[src/sha_pkg.sv]
package sha_pkg;

  localparam int unsigned BlockWords  = 16;
  localparam int unsigned DigestWords = 8;
  localparam int unsigned Rounds      = 64;

  localparam logic [7:0] PAD_MARKER = 8'h80;
  localparam logic [5:0] LENGTH_POS = 6'd56;
  localparam logic [5:0] FILL_LAST  = 6'd63;

  typedef struct packed {
    logic [7:0] msg_byte;
    logic       has_byte;
    logic       end_of_message;
  } item_t;

  typedef struct packed {
    logic [31:0] digest_word;
    logic [2:0]  word_index;
    logic        last_word;
  } digest_t;

  typedef enum logic [2:0] {
    S_IDLE,
    S_PAD_MARK,
    S_PAD_ZERO,
    S_PAD_LEN,
    S_LOAD,
    S_ROUND,
    S_FINAL,
    S_OUT
  } state_t;

  // Controls for the compression datapath
  typedef struct packed {
    logic shift_h;   // shift hash data into the working variables
    logic load_w;    // shift a block word into the schedule window
    logic step;      // run one round
  } round_ctrl_t;

  function automatic logic [31:0] initial_hash(input logic [2:0] idx);
    logic [31:0] r;
    case (idx)
      3'd0: r = 32'h6a09e667;
      3'd1: r = 32'hbb67ae85;
      3'd2: r = 32'h3c6ef372;
      3'd3: r = 32'ha54ff53a;
      3'd4: r = 32'h510e527f;
      3'd5: r = 32'h9b05688c;
      3'd6: r = 32'h1f83d9ab;
      3'd7: r = 32'h5be0cd19;
      default: r = 32'h6a09e667;
    endcase
    return r;
  endfunction

  function automatic logic [31:0] round_k(input logic [5:0] idx);
    logic [31:0] r;
    case (idx)
      6'd0:  r = 32'h428a2f98;  6'd1:  r = 32'h71374491;
      6'd2:  r = 32'hb5c0fbcf;  6'd3:  r = 32'he9b5dba5;
      6'd4:  r = 32'h3956c25b;  6'd5:  r = 32'h59f111f1;
      6'd6:  r = 32'h923f82a4;  6'd7:  r = 32'hab1c5ed5;
      6'd8:  r = 32'hd807aa98;  6'd9:  r = 32'h12835b01;
      6'd10: r = 32'h243185be;  6'd11: r = 32'h550c7dc3;
      6'd12: r = 32'h72be5d74;  6'd13: r = 32'h80deb1fe;
      6'd14: r = 32'h9bdc06a7;  6'd15: r = 32'hc19bf174;
      6'd16: r = 32'he49b69c1;  6'd17: r = 32'hefbe4786;
      6'd18: r = 32'h0fc19dc6;  6'd19: r = 32'h240ca1cc;
      6'd20: r = 32'h2de92c6f;  6'd21: r = 32'h4a7484aa;
      6'd22: r = 32'h5cb0a9dc;  6'd23: r = 32'h76f988da;
      6'd24: r = 32'h983e5152;  6'd25: r = 32'ha831c66d;
      6'd26: r = 32'hb00327c8;  6'd27: r = 32'hbf597fc7;
      6'd28: r = 32'hc6e00bf3;  6'd29: r = 32'hd5a79147;
      6'd30: r = 32'h06ca6351;  6'd31: r = 32'h14292967;
      6'd32: r = 32'h27b70a85;  6'd33: r = 32'h2e1b2138;
      6'd34: r = 32'h4d2c6dfc;  6'd35: r = 32'h53380d13;
      6'd36: r = 32'h650a7354;  6'd37: r = 32'h766a0abb;
      6'd38: r = 32'h81c2c92e;  6'd39: r = 32'h92722c85;
      6'd40: r = 32'ha2bfe8a1;  6'd41: r = 32'ha81a664b;
      6'd42: r = 32'hc24b8b70;  6'd43: r = 32'hc76c51a3;
      6'd44: r = 32'hd192e819;  6'd45: r = 32'hd6990624;
      6'd46: r = 32'hf40e3585;  6'd47: r = 32'h106aa070;
      6'd48: r = 32'h19a4c116;  6'd49: r = 32'h1e376c08;
      6'd50: r = 32'h2748774c;  6'd51: r = 32'h34b0bcb5;
      6'd52: r = 32'h391c0cb3;  6'd53: r = 32'h4ed8aa4a;
      6'd54: r = 32'h5b9cca4f;  6'd55: r = 32'h682e6ff3;
      6'd56: r = 32'h748f82ee;  6'd57: r = 32'h78a5636f;
      6'd58: r = 32'h84c87814;  6'd59: r = 32'h8cc70208;
      6'd60: r = 32'h90befffa;  6'd61: r = 32'ha4506ceb;
      6'd62: r = 32'hbef9a3f7;  6'd63: r = 32'hc67178f2;
      default: r = 32'h428a2f98;
    endcase
    return r;
  endfunction

  function automatic logic [31:0] big_sigma0(input logic [31:0] x);
    return {x[1:0], x[31:2]} ^ {x[12:0], x[31:13]} ^ {x[21:0], x[31:22]};
  endfunction

  function automatic logic [31:0] big_sigma1(input logic [31:0] x);
    return {x[5:0], x[31:6]} ^ {x[10:0], x[31:11]} ^ {x[24:0], x[31:25]};
  endfunction

  function automatic logic [31:0] small_sigma0(input logic [31:0] x);
    return {x[6:0], x[31:7]} ^ {x[17:0], x[31:18]} ^ {3'b000, x[31:3]};
  endfunction

  function automatic logic [31:0] small_sigma1(input logic [31:0] x);
    return {x[16:0], x[31:17]} ^ {x[18:0], x[31:19]} ^ {10'd0, x[31:10]};
  endfunction

endpackage

[src/sha_hash_mem.sv]
module sha_hash_mem
  import sha_pkg::*;
(
  input  logic        clk,
  input  logic        rst,
  input  logic        clear,
  input  logic        we,
  input  logic [2:0]  waddr,
  input  logic [31:0] wdata,
  input  logic [2:0]  raddr,
  output logic [31:0] rdata
);

  logic [31:0]            mem [DigestWords];
  logic [DigestWords-1:0] valid;

  // Write port
  always_ff @(posedge clk) begin
    if (we) begin
      mem[waddr] <= wdata;
    end
  end

  // Track written entries; unwritten ones read as the initial hash
  always_ff @(posedge clk) begin
    if (rst || clear) begin
      valid <= '0;
    end else if (we) begin
      valid[waddr] <= 1'b1;
    end
  end

  // Registered read port
  always_ff @(posedge clk) begin
    if (valid[raddr]) begin
      rdata <= mem[raddr];
    end else begin
      rdata <= initial_hash(raddr);
    end
  end

endmodule

[src/sha_block_mem.sv]
module sha_block_mem
  import sha_pkg::*;
(
  input  logic        clk,
  input  logic        we,
  input  logic [3:0]  waddr,
  input  logic [31:0] wdata,
  input  logic [3:0]  raddr,
  output logic [31:0] rdata
);

  logic [31:0] mem [BlockWords];

  // Write one big-endian block word
  always_ff @(posedge clk) begin
    if (we) begin
      mem[waddr] <= wdata;
    end
  end

  // Registered read port
  always_ff @(posedge clk) begin
    rdata <= mem[raddr];
  end

endmodule

[src/sha_round_unit.sv]
module sha_round_unit
  import sha_pkg::*;
(
  input  logic        clk,
  input  round_ctrl_t ctrl,
  input  logic [5:0]  rnd,
  input  logic [31:0] h_data,
  input  logic [31:0] w_data,
  output logic [31:0] v_head
);

  logic [31:0] v      [DigestWords];
  logic [31:0] w_line [BlockWords];
  logic [31:0] t1;
  logic [31:0] t2;
  logic [31:0] ch;
  logic [31:0] maj;
  logic [31:0] w_new;

  // Round function on the working variables a..h
  always_comb begin
    ch    = (v[4] & v[5]) ^ (~v[4] & v[6]);
    maj   = (v[0] & v[1]) ^ (v[0] & v[2]) ^ (v[1] & v[2]);
    t1    = v[7] + big_sigma1(v[4]) + ch + round_k(rnd) + w_line[0];
    t2    = big_sigma0(v[0]) + maj;
    w_new = w_line[0] + small_sigma0(w_line[1]) + w_line[9] + small_sigma1(w_line[14]);
  end

  // Working variables: shift in hash words, or advance one round
  always_ff @(posedge clk) begin
    if (ctrl.shift_h) begin
      for (int i = 0; i < DigestWords - 1; i++) begin
        v[i] <= v[i+1];
      end
      v[DigestWords-1] <= h_data;
    end else if (ctrl.step) begin
      v[7] <= v[6];
      v[6] <= v[5];
      v[5] <= v[4];
      v[4] <= v[3] + t1;
      v[3] <= v[2];
      v[2] <= v[1];
      v[1] <= v[0];
      v[0] <= t1 + t2;
    end
  end

  // Schedule window: w_line[k] holds w[rnd + k]
  always_ff @(posedge clk) begin
    if (ctrl.load_w || ctrl.step) begin
      for (int i = 0; i < BlockWords - 1; i++) begin
        w_line[i] <= w_line[i+1];
      end
      w_line[BlockWords-1] <= ctrl.load_w ? w_data : w_new;
    end
  end

  assign v_head = v[0];

endmodule

[src/sha256_byte_stream_hasher.sv]
// A byte is taken in S_IDLE; the 64th byte of a block starts a compression
// (load, 64 rounds, hash update), one round per cycle in the round unit.
// A message end adds the pad bytes and the length, and one or two compressions,
// then eight digest words, each read through the registered hash memory read port.
// No new input byte is accepted while a block is compressed, padded or read out.
// Reset (rst, synchronous) empties the block and restores the initial hash.
module sha256_byte_stream_hasher
  import sha_pkg::*;
(
  input  logic    clk,
  input  logic    rst,
  input  logic    item_valid,
  output logic    item_ready,
  input  item_t   item,
  output logic    digest_valid,
  input  logic    digest_ready,
  output digest_t digest
);

  state_t      state;
  state_t      state_next;
  state_t      ret_state;
  state_t      ret_next;
  state_t      after;
  logic [5:0]  fill;
  logic [23:0] acc;
  logic [63:0] bit_count;
  logic [4:0]  cnt;
  logic [5:0]  rnd;
  logic [2:0]  lcnt;
  logic [2:0]  ocnt;
  logic [2:0]  ridx;
  logic        rd_pending;
  logic        put;
  logic [7:0]  put_byte;
  logic        take;
  logic        issue;
  logic        restart;
  round_ctrl_t rctrl;
  logic [2:0]  h_raddr;
  logic [31:0] h_rdata;
  logic        h_we;
  logic [31:0] w_rdata;
  logic [31:0] v_head;

  assign take  = item_valid && item_ready;
  assign issue = (state == S_OUT) && !digest_valid && !rd_pending;

  // Next state and byte-path control
  always_comb begin
    state_next = state;
    ret_next   = ret_state;
    after      = state;
    put        = 1'b0;
    put_byte   = 8'd0;
    item_ready = 1'b0;
    restart    = 1'b0;
    case (state)
      S_IDLE: begin
        item_ready = 1'b1;
        after      = item.end_of_message ? S_PAD_MARK : S_IDLE;
        if (take) begin
          put        = item.has_byte;
          put_byte   = item.msg_byte;
          state_next = after;
        end
      end
      S_PAD_MARK: begin
        put        = 1'b1;
        put_byte   = PAD_MARKER;
        after      = S_PAD_ZERO;
        state_next = after;
      end
      S_PAD_ZERO: begin
        if (fill == LENGTH_POS) begin
          state_next = S_PAD_LEN;
        end else begin
          put        = 1'b1;
          after      = S_PAD_ZERO;
          state_next = after;
        end
      end
      S_PAD_LEN: begin
        put        = 1'b1;
        put_byte   = bit_count[{~lcnt, 3'b000} +: 8];
        after      = (lcnt == 3'd7) ? S_OUT : S_PAD_LEN;
        state_next = after;
      end
      S_LOAD: begin
        if (cnt == 5'(BlockWords)) begin
          state_next = S_ROUND;
        end
      end
      S_ROUND: begin
        if (rnd == 6'(Rounds - 1)) begin
          state_next = S_FINAL;
        end
      end
      S_FINAL: begin
        if (cnt == 5'(DigestWords)) begin
          state_next = ret_state;
        end
      end
      S_OUT: begin
        if (issue && ocnt == 3'(DigestWords - 1)) begin
          restart    = 1'b1;
          state_next = S_IDLE;
        end
      end
      default: begin
        state_next = S_IDLE;
      end
    endcase
    // A full block diverts to compression, then resumes
    if (put && fill == FILL_LAST) begin
      state_next = S_LOAD;
      ret_next   = after;
    end
  end

  always_ff @(posedge clk) begin
    if (rst) begin
      state     <= S_IDLE;
      ret_state <= S_IDLE;
    end else begin
      state     <= state_next;
      ret_state <= ret_next;
    end
  end

  // Byte position, bit count and pad length index
  always_ff @(posedge clk) begin
    if (rst || restart) begin
      fill      <= '0;
      bit_count <= '0;
      lcnt      <= '0;
    end else begin
      if (put) begin
        fill <= fill + 6'd1;
      end
      if (take && item.has_byte) begin
        bit_count <= bit_count + 64'd8;
      end
      if (state == S_PAD_LEN) begin
        lcnt <= lcnt + 3'd1;
      end
    end
  end

  // Assemble bytes into a block word
  always_ff @(posedge clk) begin
    if (put) begin
      acc <= {acc[15:0], put_byte};
    end
  end

  // Phase counters for load, rounds and hash update
  always_ff @(posedge clk) begin
    if (rst) begin
      cnt <= '0;
      rnd <= '0;
    end else begin
      cnt <= (state_next == state) ? cnt + 5'd1 : 5'd0;
      rnd <= (state == S_ROUND) ? rnd + 6'd1 : 6'd0;
    end
  end

  // Datapath controls
  always_comb begin
    rctrl.load_w  = (state == S_LOAD) && (cnt != 5'd0);
    rctrl.shift_h = ((state == S_LOAD) && (cnt != 5'd0) && (cnt <= 5'(DigestWords)))
                 || ((state == S_FINAL) && (cnt != 5'd0));
    rctrl.step    = (state == S_ROUND);
    h_we          = (state == S_FINAL) && (cnt != 5'd0);
    h_raddr       = (state == S_OUT) ? ocnt : cnt[2:0];
  end

  sha_block_mem u_block (
    .clk   (clk),
    .we    (put && fill[1:0] == 2'd3),
    .waddr (fill[5:2]),
    .wdata ({acc, put_byte}),
    .raddr (cnt[3:0]),
    .rdata (w_rdata)
  );

  sha_hash_mem u_hash (
    .clk   (clk),
    .rst   (rst),
    .clear (restart),
    .we    (h_we),
    .waddr (3'(cnt - 5'd1)),
    .wdata (h_rdata + v_head),
    .raddr (h_raddr),
    .rdata (h_rdata)
  );

  sha_round_unit u_round (
    .clk    (clk),
    .ctrl   (rctrl),
    .rnd    (rnd),
    .h_data (h_rdata),
    .w_data (w_rdata),
    .v_head (v_head)
  );

  // Digest output register: read a hash word, then hold it for transfer
  always_ff @(posedge clk) begin
    if (rst) begin
      digest_valid <= 1'b0;
      rd_pending   <= 1'b0;
      ocnt         <= '0;
    end else begin
      rd_pending <= issue;
      if (issue) begin
        ocnt <= ocnt + 3'd1;
      end
      if (rd_pending) begin
        digest_valid <= 1'b1;
      end else if (digest_ready) begin
        digest_valid <= 1'b0;
      end
    end
  end

  always_ff @(posedge clk) begin
    if (issue) begin
      ridx <= ocnt;
    end
    if (rd_pending) begin
      digest.digest_word <= h_rdata;
      digest.word_index  <= ridx;
      digest.last_word   <= (ridx == 3'(DigestWords - 1));
    end
  end

endmodule

[config.mk]
export PLATFORM = sky130hd
export DESIGN_NAME = sha256_byte_stream_hasher
export DESIGN_NICKNAME = d
export VERILOG_FILES = /design/src/sha_pkg.sv /design/src/sha_hash_mem.sv /design/src/sha_block_mem.sv /design/src/sha_round_unit.sv /design/src/sha256_byte_stream_hasher.sv
export SDC_FILE = /design/constraint.sdc
export NUM_CORES = 2
export LEC_CHECK = 0
export ABC_AREA = 0
export ABC_CLOCK_PERIOD_IN_PS = 8600
export BUFFER_PORTS_ARGS = -buffer_cell sky130_fd_sc_hd__buf_2
export CAP_MARGIN = 10
export CORE_MARGIN = 1
export CORE_UTILIZATION = 57
export DETAILED_ROUTE_END_ITERATION = 10
export GPL_ROUTABILITY_DRIVEN = 0
export PLACE_DENSITY_LB_ADDON = 0.08
export SLEW_MARGIN = 20
export SYNTH_ARGS = -nofsm -noshare
export SYNTH_HDL_FRONTEND = slang
export SYNTH_HIERARCHICAL = 1
export SYNTH_SLANG_ARGS = --single-unit
export TNS_END_PERCENT = 30
[constraint.sdc]
create_clock -name clk -period 8.6 [get_ports clk]
set_input_delay 1.72 -clock clk [delete_from_list [all_inputs] [get_ports clk]]
set_output_delay 1.72 -clock clk [all_outputs]
set_load 0.05 [all_outputs]
==> metrics <==
status finished, final reports clean; syn avg cell area 14.0 sq um; cell with the biggest individual delay on the critical path sky130_fd_sc_hd__fa_1; cell types occupying the most area after synthesis sky130_fd_sc_hd__edfxtp_1 59%, sky130_fd_sc_hd__mux4_2 6.2%, sky130_fd_sc_hd__fa_1 4.6%, sky130_fd_sc_hd__dfxtp_1 4.0%, sky130_fd_sc_hd__nand2_1 4.0%; area share of the leading cell type in the synthesized netlist 58.7%; cell internal pwr 15400 uW; final max-slew violation count 0; Die Ht 381 microns; cell area after technology mapping 81800 sq um; clock root buffer sky130_fd_sc_hd__clkbuf_16; Tightest Hold Check Type reg -> reg; Reg power frac 50.5%; WL final 211 mm; maximum vdd drop 0.219 mV; buffers plus inverters on the worst setup path 8; static leakage power 0.0325 uW; data required time of the worst path 9140 ps; CP Launch Type flip-flop; area leader, netlist sky130_fd_sc_hd__edfxtp_1; worst-case clock skew 49.8 ps; switching share of total power 24.4%; transition time at the pin with the least slew margin 1080 ps; starting utilization of the core area 57.6%; post-detailed-route wirelength per cell 26.2 microns; number of buffers inserted by port buffering 51; # IOs 52; warning count from the yosys run 6; largest net degree at the start of global routing 210; via count normalized by instance count 6.08; global-route wire length before repair 311 mm; maximum fanout count along the critical path 3; violation count after the first detailed-routing iteration 5621; share of cells above drive strength 1 16.0%; CTS tree done; highest clock frequency the design can meet 119 MHz; largest incremental delay on the critical path 530 ps; clock network power share 39.0%; final setup violating endpoints 0; most instantiated library cell after synthesis sky130_fd_sc_hd__edfxtp_1; number of enable-type register cells in the synthesized netlist 1599; Detailed Routing Iterations Pass 1 7; worst setup path class reg -> reg; DRC violation count after routing 0; aggregate global-route resource usage 29.3%; Die W 381 microns; number of distinct library cells after synthesis 100; total of hold buffers inserted after clock tree synthesis 0; syn_nets 6231; number of storage elements in the synthesis netlist 1763; sequential cell area fraction in the yosys report 62.7%; Final Net Count 6389; via count of the first global-routing pass 47400; worst-case clock buffer depth 3; Floorplan Core Area 142000 sq um; number of instances in the synthesized netlist 5841; layout overhead on the synthesized area 12.1%; period utilization 97.4%; register-to-register setup slack 220 ps; most common library cells after synthesis 1599 x sky130_fd_sc_hd__edfxtp_1, 871 x sky130_fd_sc_hd__nand2_1, 310 x sky130_fd_sc_hd__xnor2_1, 284 x sky130_fd_sc_hd__inv_1, 237 x sky130_fd_sc_hd__o21ai_0; worst slew slack as a fraction of its limit 27.8%; final non-filler cell area 91700 sq um; post-detailed-placement cell area 85200 sq um; net load switching power 4980 uW; cell class contributing the biggest share of worst-path delay adder cells; nature of the critical path endpoint flip-flop; share of total power in combinational logic 10.5%; overall via count from detail_route 48900; CTS buffer count 178; power after layout 20400 uW; Post-synth ARST share 0%; total grt overflow 0; cell area power density 222 nW/um^2; clock latency on the worst-skew pair 830 ps; number of sinks handled by clock tree synthesis 1763; post-route ant nets 0; H-Tree Depth 4; Worst path most repeated cell sky130_fd_sc_hd__inv_1; HPWL reported at the end of detailed placement 142 mm; CTS clock-pin slew for the worst setup and hold paths 60 ps; Worst EP arrival 8920 ps; Most used DFF post-synth sky130_fd_sc_hd__edfxtp_1; Die Outline Area 145000 sq um; count of standard-cell rows 138; number of antenna violations at the first check in global routing 2; number of hold violations in the final report 0; max-capacitance violation count 0; Final min period 8380 ps
## cell usage in the layout (no fill, tap or decap), types with 144 or more instances in the layout
cell                        count
sky130_fd_sc_hd__edfxtp_1    1599
sky130_fd_sc_hd__nand2_1      871
sky130_fd_sc_hd__xnor2_1      305
sky130_fd_sc_hd__inv_1        282
sky130_fd_sc_hd__buf_4        232
sky130_fd_sc_hd__mux4_2       227
sky130_fd_sc_hd__o21ai_0      222
sky130_fd_sc_hd__nor2_1       208
sky130_fd_sc_hd__a21oi_1      194
sky130_fd_sc_hd__fa_1         187
sky130_fd_sc_hd__clkbuf_16    183
sky130_fd_sc_hd__ha_1         180
sky130_fd_sc_hd__dfxtp_1      155
sky130_fd_sc_hd__xor2_1       144
## cell type report
| type | count | area [sq um] |
|---|---|---|
| Antenna cell | 2 | 5.00 |
| Inverter | 288 | 1080 |
| Tap cell | 1890 | 2360 |
| Clock buffer | 242 | 4970 |
| Timing Repair Buffer | 294 | 2190 |
| Multi-Input combinational cell | 3474 | 28700 |
| Clock inverter | 93 | 1140 |
| Sequential cell | 1763 | 51300 |
| Fill cell | 10400 | 50200 |
## final timing paths
kind | cells after the start | from | to
setup / recovery | 38 | rnd[0]$_SDFF_PP0_ | u_round/v[0][30]$_DFFE_PP_
hold / removal | 0 | u_round/w_line[0][73]$_DFFE_PP_ | u_round/w_line[0][41]$_DFFE_PP_
setup reg to reg | 38 | rnd[0]$_SDFF_PP0_ | u_round/v[0][30]$_DFFE_PP_
hold reg to reg | 0 | u_round/w_line[0][73]$_DFFE_PP_ | u_round/w_line[0][41]$_DFFE_PP_
## through the flow
stage	setup TNS (ps)	setup WS [ps]	std cells	hold slack, ps	util [%]
CTS	0	25.0	8040	401	64.3
global route	-80.9	-54.8	8044	416	64.6
finish	0	221	8046	393	64.6
detailed placement	-646	-251	7704	405	60.0
global placement	-119	-75.7	7704	400	60.0
floorplan	0	15.5	5841	400	-
## what timing repair did
item / 4_1_cts / 5_1_grt
pin swaps: 5 / 36
setup buffers: 1 / 4
resized for setup: 12 / 78
setup endpoints to repair: 5 / 15
endpoints found under the hold margin: 0 / 0
## flip-flops by register name, summed over array words and instances, names as in the netlist, 5 cells and up
signal / flops
u_hash/mem: 256
fill: 6
u_round/w_line: 512
rnd: 6
cnt: 5
u_block/mem: 512
acc: 24
u_hash/valid: 8
u_round/v: 256
u_hash/rdata: 32
u_block/rdata: 32
bit_count: 61
digest: 36
## power by group through the flow
stage	Clock [uW]	Combinational, uW	Sequential [uW]
2_1_floorplan	0	1590	10200
3_3_place_gp	0	2090	10500
3_5_place_dp	0	2130	10500
4_1_cts	8090	2140	10300
5_1_grt	8420	2310	10300
6_report	7960	2130	10300
## cell families (layout without fill, tap and decap cells)
family | Yosys count | in the layout | synth area share, %
XOR/XNOR | 456 | 456 | 4.88
buffers and inverters | 604 | 917 | 3.07
adder cells (fa/ha/maj) | 379 | 379 | 7.51
flip-flops | 1763 | 1763 | 62.7
AND/OR/NAND/NOR | 1456 | 1456 | 7.74
other | 0 | 2 | 0
multiplexers | 298 | 298 | 7.17
AO/OA/AOI/OAI | 885 | 885 | 6.92
## worst register-to-register path, delay by kind of cell, from the launching register on
family / cells / cell delay, ps
fa+ha+maj: 8 / 2970
flops: 1 / 340
buf+inv: 8 / 660
compound gates: 13 / 2200
simple gates: 9 / 1950
## layer usage
| metal | global-route usage (%) | routed length, microns | vias to the layer above |
|---|---|---|---|
| met5 | 0 | 0 | - |
| met4 | 13.3 | 10600 | 0 |
| met3 | 4.68 | 16200 | 474 |
| met2 | 45.6 | 97800 | 2213 |
| met1 | 41.0 | 86400 | 24600 |
| li1 | - | - | 21600 |
No activity file was read; power rests on OpenSTA's default activity.
